File: config.mk
export PLATFORM = sky130hd
export DESIGN_NAME = d2d_cell
export DESIGN_NICKNAME = d
export VERILOG_FILES = /design/src/d2d_pkg.sv /design/src/d2d_cell.sv
export SDC_FILE = /design/constraint.sdc
export NUM_CORES = 1
export LEC_CHECK = 0
export ABC_AREA = 1
export BUFFER_PORTS_ARGS = -buffer_cell sky130_fd_sc_hd__buf_4
export CORE_AREA = 2 2 215 217
export CTS_CLUSTER_DIAMETER = 30
export CTS_CLUSTER_SIZE = 40
export DETAILED_ROUTE_END_ITERATION = 12
export DIE_AREA = 0 0 217 219
export PLACE_DENSITY = 0.7
export SYNTH_ARGS = -nofsm -noshare
export SYNTH_HDL_FRONTEND = slang
export SYNTH_SLANG_ARGS = --single-unit
File: constraint.sdc
create_clock -name i_clk -period 2.18 [get_ports i_clk]
set_input_delay 0.109 -clock i_clk [delete_from_list [all_inputs] [get_ports i_clk]]
set_output_delay 0.109 -clock i_clk [all_outputs]
set_load 0.02 [all_outputs]
File: src/d2d_pkg.sv
// shared types and constants of the disparity to depth block
// no dependencies

package d2d_pkg;

    localparam int QW = 40;

    localparam logic [2:0] CFG_FOCAL_X  = 3'd0;
    localparam logic [2:0] CFG_FOCAL_Y  = 3'd1;
    localparam logic [2:0] CFG_CENTER_X = 3'd2;
    localparam logic [2:0] CFG_CENTER_Y = 3'd3;
    localparam logic [2:0] CFG_BASELINE = 3'd4;
    localparam logic [2:0] CFG_XYZ_EN   = 3'd5;

    localparam logic [23:0] RST_FOCAL_X  = 24'd128000;
    localparam logic [23:0] RST_FOCAL_Y  = 24'd128000;
    localparam logic [19:0] RST_CENTER_X = 20'd163840;
    localparam logic [19:0] RST_CENTER_Y = 20'd122880;
    localparam logic [23:0] RST_BASELINE = 24'd60000;

    localparam logic [39:0] CAP_POS = 40'h7F_FFFF_FFFF;
    localparam logic [39:0] CAP_NEG = 40'h80_0000_0000;

    typedef struct packed {
        logic [23:0] fx;
        logic [23:0] fy;
        logic [19:0] cx;
        logic [19:0] cy;
        logic [23:0] b;
        logic        xyz;
    } t_cfg;

    typedef struct packed {
        logic       vld;
        logic       ok;
        logic       negx;
        logic       negy;
        logic [2:0] ovf;
    } t_side;

    typedef struct packed {
        logic [19:0]   d1;
        logic [43:0]   dy;
        logic [19:0]   rd;
        logic [19:0]   rx;
        logic [43:0]   ry;
        logic [QW-1:0] qd;
        logic [QW-1:0] qx;
        logic [QW-1:0] qy;
    } t_div;

    typedef struct packed {
        logic [49:0] md;
        logic [45:0] mx;
        logic [69:0] my;
        logic [19:0] d1;
        logic [43:0] dy;
    } t_num;

    typedef struct packed {
        logic        valid_res;
        logic [31:0] depth_um;
        logic [39:0] x_um;
        logic [39:0] y_um;
        logic        saturated;
    } t_res;

endpackage

File: src/d2d_cell.sv
// one divider cell: one restoring step for depth, x and y quotients
// depends on d2d_pkg

module d2d_cell (
    input  logic          i_clk,
    input  logic          i_rst_n,
    input  logic          i_en,
    input  d2d_pkg::t_side i_side,
    input  d2d_pkg::t_div  i_div,
    output d2d_pkg::t_side o_side,
    output d2d_pkg::t_div  o_div
);

    d2d_pkg::t_side r_side;
    d2d_pkg::t_div  r_div;
    d2d_pkg::t_div  n_div;

    logic [20:0] tmp_d;
    logic [20:0] tmp_x;
    logic [44:0] tmp_y;
    logic        ge_d;
    logic        ge_x;
    logic        ge_y;

    always_comb begin
        tmp_d = {i_div.rd, i_div.qd[d2d_pkg::QW-1]};
        tmp_x = {i_div.rx, i_div.qx[d2d_pkg::QW-1]};
        tmp_y = {i_div.ry, i_div.qy[d2d_pkg::QW-1]};
        ge_d  = tmp_d >= {1'b0, i_div.d1};
        ge_x  = tmp_x >= {1'b0, i_div.d1};
        ge_y  = tmp_y >= {1'b0, i_div.dy};
        n_div    = i_div;
        n_div.rd = ge_d ? 20'(tmp_d - {1'b0, i_div.d1}) : tmp_d[19:0];
        n_div.rx = ge_x ? 20'(tmp_x - {1'b0, i_div.d1}) : tmp_x[19:0];
        n_div.ry = ge_y ? 44'(tmp_y - {1'b0, i_div.dy}) : tmp_y[43:0];
        n_div.qd = {i_div.qd[d2d_pkg::QW-2:0], ge_d};
        n_div.qx = {i_div.qx[d2d_pkg::QW-2:0], ge_x};
        n_div.qy = {i_div.qy[d2d_pkg::QW-2:0], ge_y};
    end

    always_ff @(posedge i_clk) begin
        if (!i_rst_n) begin
            r_side <= '0;
        end else if (i_en) begin
            r_side <= i_side;
        end
    end

    always_ff @(posedge i_clk) begin
        if (i_en) begin
            r_div <= n_div;
        end
    end

    assign o_side = r_side;
    assign o_div  = r_div;

endmodule

==> reports/summary.log <==
INFO  cts            clk_path_buf_depth=3
INFO  outcome        run_status=finished, final reports clean
INFO  synth          post_synthesis_async_set_or_reset_flop_share=0%
INFO  hold_path      holdCritPathClass=input pin to flip-flop
INFO  drt            drtPass1Iterations=5
INFO  grt            first_global_vias=17,300
INFO  sta            finalSetupViolCount=0
INFO  synth          synth_top_flop_cell=edfxtp_1
INFO  place          place.gp.congestion=0.945
INFO  drt            num_vias=16,700
INFO  floorplanning  chipWidth=217um
INFO  grt            grt_ovf=0
INFO  drt            drt-wirelength-per-cell=19.0um
INFO  hold_path      worst_hold_path.num_cells=5
INFO  cts            cts_tree=done
INFO  grt            grt_start_max_net_pins=58
INFO  floorplanning  num_rows=78
INFO  worst_setup_path r2r_slack=0.96ns
INFO  worst_setup_path worstSetupStartpointType=input pin
INFO  worst_setup_path slowest_stage=dlygate4sd3_1
INFO  sta            achievable_freq=475MHz
INFO  power          p_seq_share=30.6%
INFO  floorplanning  die-area=47,500um2
INFO  drt            via_per_inst=4.74
INFO  sta            rsz0062_at_grt=true
INFO  worst_setup_path worstPathArrival=2.45ns
INFO  power          p_per_area=794nW/um2
INFO  synth          syn_nets=2,177
INFO  synth          synth.ff_latch_count=275
INFO  cts            cts.sink_count=275
INFO  cts            insertion_delay=0.60ns
INFO  place          worst_setup_slack_after_placement=-0.253ns
INFO  power          vdd.ir_drop.worst=0.000734V
INFO  drt            routed_wl=67,000um
INFO  synth          synth-warning-count=0
INFO  place          dp.cells=3,111
INFO  sta            maxSlewHeadroom=57.4%
INFO  finish         synthToLayoutAreaGrowth=71.4%
INFO  hold_path      worst_min_delay_path_endpoint=o_div[194]
INFO  sta            final.setup.tns=0ns
INFO  worst_setup_path cp_cell_sequence=dlygate4sd3_1, buf_4, inv_1, ha_2, nand2_1, inv_1, nand3_1, nor2_1, nor2_2, nand4_4, buf_12, nor2_1, a21oi_2
INFO  power          power.share.switching=30.5%
INFO  floorplanning  floorplan.initialDensity=35.5%
INFO  worst_setup_path path_max_fanout=20
INFO  sta            finalCritPeriodShare=96.6%
INFO  worst_setup_path cp_data_required_time=2.52ns
INFO  finish         nets=3,234
INFO  synth          synth.lib_cells_used.distinct=40
INFO  grt            globalRouteTotalUtil=27.7%
INFO  cts            cts_root_buffer=clkbuf_16
INFO  worst_setup_path reg2regPathDepth=3
INFO  drt            1st_iter_drt_viols=1,089
INFO  floorplanning  dieHeight=219um
INFO  cts            cts_inserted_buffers=69
INFO  finish         final_util=60.9%
INFO  sta            fin_ws=0.0734ns
INFO  power          power_frac_clock=44.1%
INFO  worst_setup_path crit_buf_inv=5
INFO  finish         nFillCells=3,733
INFO  synth          synth_area_per_cell=8.84um2
INFO  synth          count_of_flip_flops_with_a_built_in_enable_after_synthesis=268
INFO  power          power_frac_comb=25.2%
INFO  sta            finalCriticalPeriod=2.11ns
INFO  cts            cts.clk_slew.worst_paths=0.05ns
INFO  worst_setup_path critical_path.top_delay_family=buffers and inverters
INFO  finish         layout_cell_share_with_drive_strength_beyond_1=33.3%
INFO  floorplanning  core-area=45,100um2
INFO  power          power_switching=6.64mW
INFO  run            max-cap-violations=0
INFO  synth          synthesis.area=16,000um2
INFO  hold_path      hold_start=i_div[203]
INFO  grt            antenna_found_initial=7
INFO  synth          syn_inst=1,812
INFO  power          leakagePower=13.3nW
INFO  finish         finished_layout_cells=3,528
INFO  worst_setup_path timing.critical_path.slowest_cell_delay=0.56ns
INFO  cts            h-tree-depth=3
INFO  grt            wire_length_of_the_first_global_routing_pass=99,800um
INFO  worst_setup_path startpoint_of_the_lowest_slack_register_to_register_path=o_side[3]
INFO  sta            hold_viol_final=0
INFO  drt            post_drt_antenna_nets=0
INFO  sta            fin_skew=0ns
INFO  place          port_buffers=552
INFO  sta            slew_viol_final=0
INFO  synth          yosysSeqAreaShare=51.1%
INFO  worst_setup_path crit_path_end_kind=flip-flop
INFO  worst_setup_path critical_path_type=input pin to flip-flop
INFO  power          internal_power=15.2mW
INFO  sta            worst_slew_pin_slew=0.638ns
INFO  worst_setup_path rr_endpoint=o_side[3]
INFO  floorplanning  design.portCount=553
INFO  place          dp.final_hpwl=49,100um
INFO  drt            drc=0
[cells in the final DEF (no fill, tap or decap), types with 5 or more instances in the layout]
master	Yosys	final
buf_4	2	709
nand2_1	504	497
inv_1	330	327
dlygate4sd3_1	0	280
edfxtp_1	268	268
nor2_1	160	157
nand3_1	86	83
a21oi_1	86	76
ha_1	84	70
clkbuf_16	0	69
xor2_1	32	32
o21ai_0	35	30
o21ai_2	25	28
nand2_2	20	27
a21oi_2	12	21
nand4_1	20	20
nand3_2	17	20
xnor2_1	15	15
clkinv_1	0	14
nor2_2	11	13
nand3b_1	13	13
inv_2	9	11
clkbuf_1	0	11
ha_4	0	10
nor3_1	11	9
clkinv_2	0	9
buf_12	1	9
clkinvlp_4	0	8
a21o_1	7	7
o21ai_1	5	7
dfxtp_1	7	7
and2_1	6	6
diode_2	0	5
nor2_4	4	5
o21a_1	5	5
[logic make-up (layout without fill, tap and decap cells)]
kind of cell	Yosys count	count (layout)	synth area share, %
flops	275	275	51.1
fa+ha+maj	87	87	6.94
other cells	0	5	0
simple gates	864	864	23.5
compound gates	182	182	6.85
buf+inv	357	1468	9.01
xor+xnor	47	47	2.57
[power by group through the flow]
stage / Sequential (mW) / Combinational, mW / Clock (mW)
CTS: 6.65 / 5.32 / 9.71
floorplan: 7.41 / 1.76 / 0
finish: 6.68 / 5.50 / 9.62
global route: 6.71 / 5.90 / 10.0
global placement: 6.73 / 4.86 / 0
detailed placement: 6.73 / 4.88 / 0
[worst register-to-register path: stages, from the launching register on]
cell and delay [ns]:
dfxtp_1 0.31, o21ai_0 0.17, nor2_1 0.06, dlygate4sd3_1 0.56
[registers in the layout, indices dropped and copies added (netlist names)]
name / flops
o_div: 268
o_side: 7
[per-stage QoR]
step	cell area [um2]	hold WS, ns	total power [mW]
final	27400	0.0457	21.8
after global routing	27400	0.0633	22.7
after CTS	27100	0.0155	21.7
after detailed placement	22100	0.288	11.6
after global placement	22100	0.288	11.6
after floorplan	16000	0.208	9.17
[how the worst max path moves through the flow]
stage / from / endpoint / slack (ns) / depth (start not counted)
4_1_cts: i_div[122] / o_div[153] / 0.02 / 10
6_report: i_div[266] / o_div[170] / 0.07 / 13
2_1_floorplan: i_div[119] / o_div[196] / 0.36 / 10
5_1_grt: i_div[189] / o_div[202] / -0.05 / 13
3_3_place_gp: i_div[228] / o_div[146] / -0.20 / 12
3_5_place_dp: i_div[228] / o_div[153] / -0.25 / 12
[Yosys cell counts (4+ instances only)]
cell type  count  area, um2
nand2_1      504       1890
inv_1        330       1240
edfxtp_1     268       8050
nor2_1       160        601
a21oi_1       86        430
nand3_1       86        430
ha_1          84       1050
o21ai_0       35        175
xor2_1        32        280
o21ai_2       25        219
nand2_2       20        125
nand4_1       20        125
nand3_2       17        170
xnor2_1       15        131
nand3b_1      13       97.6
a21oi_2       12        105
nor2_2        11       68.8
nor3_1        11       55.1
inv_2          9       33.8
buf_6          8       90.1
a21o_1         7       52.6
dfxtp_1        7        140
and2_1         6       37.5
buf_2          6       30.0
o21a_1         5       37.5
o21ai_1        5       25.0
nor2_4         4       45.0
nor4_1         4       25.0
o21bai_1       4       30.0
[final cells by class]
type                    count  area [um2]  share of cell area, %
repair buffers           1004        8370                   30.5
flip-flops and latches    275        8190                   29.8
multi-input cells        1180        6640                   24.2
clock buffers              80        1770                   6.44
inverters                 339        1280                   4.65
well taps                 600         751                   2.74
clock inverters            45         438                   1.60
diodes                      5        12.5                 0.0456
[layer usage]
metal	vias up	GRT usage, %	wire, um
met5	-	0	36
met4	6	12.6	2620
met3	139	5.36	4140
met2	664	47.2	32700
met1	7890	33.8	27600
li1	8035	-	-
[timing repair]
item                       in CTS  in global routing
hold buffers                  280                  0
setup buffers                   0                  5
hold endpoints to repair      310                  0
setup endpoints to repair       0                 59
resized for setup               0                 59
No activity file was read; power rests on OpenSTA's default activity.
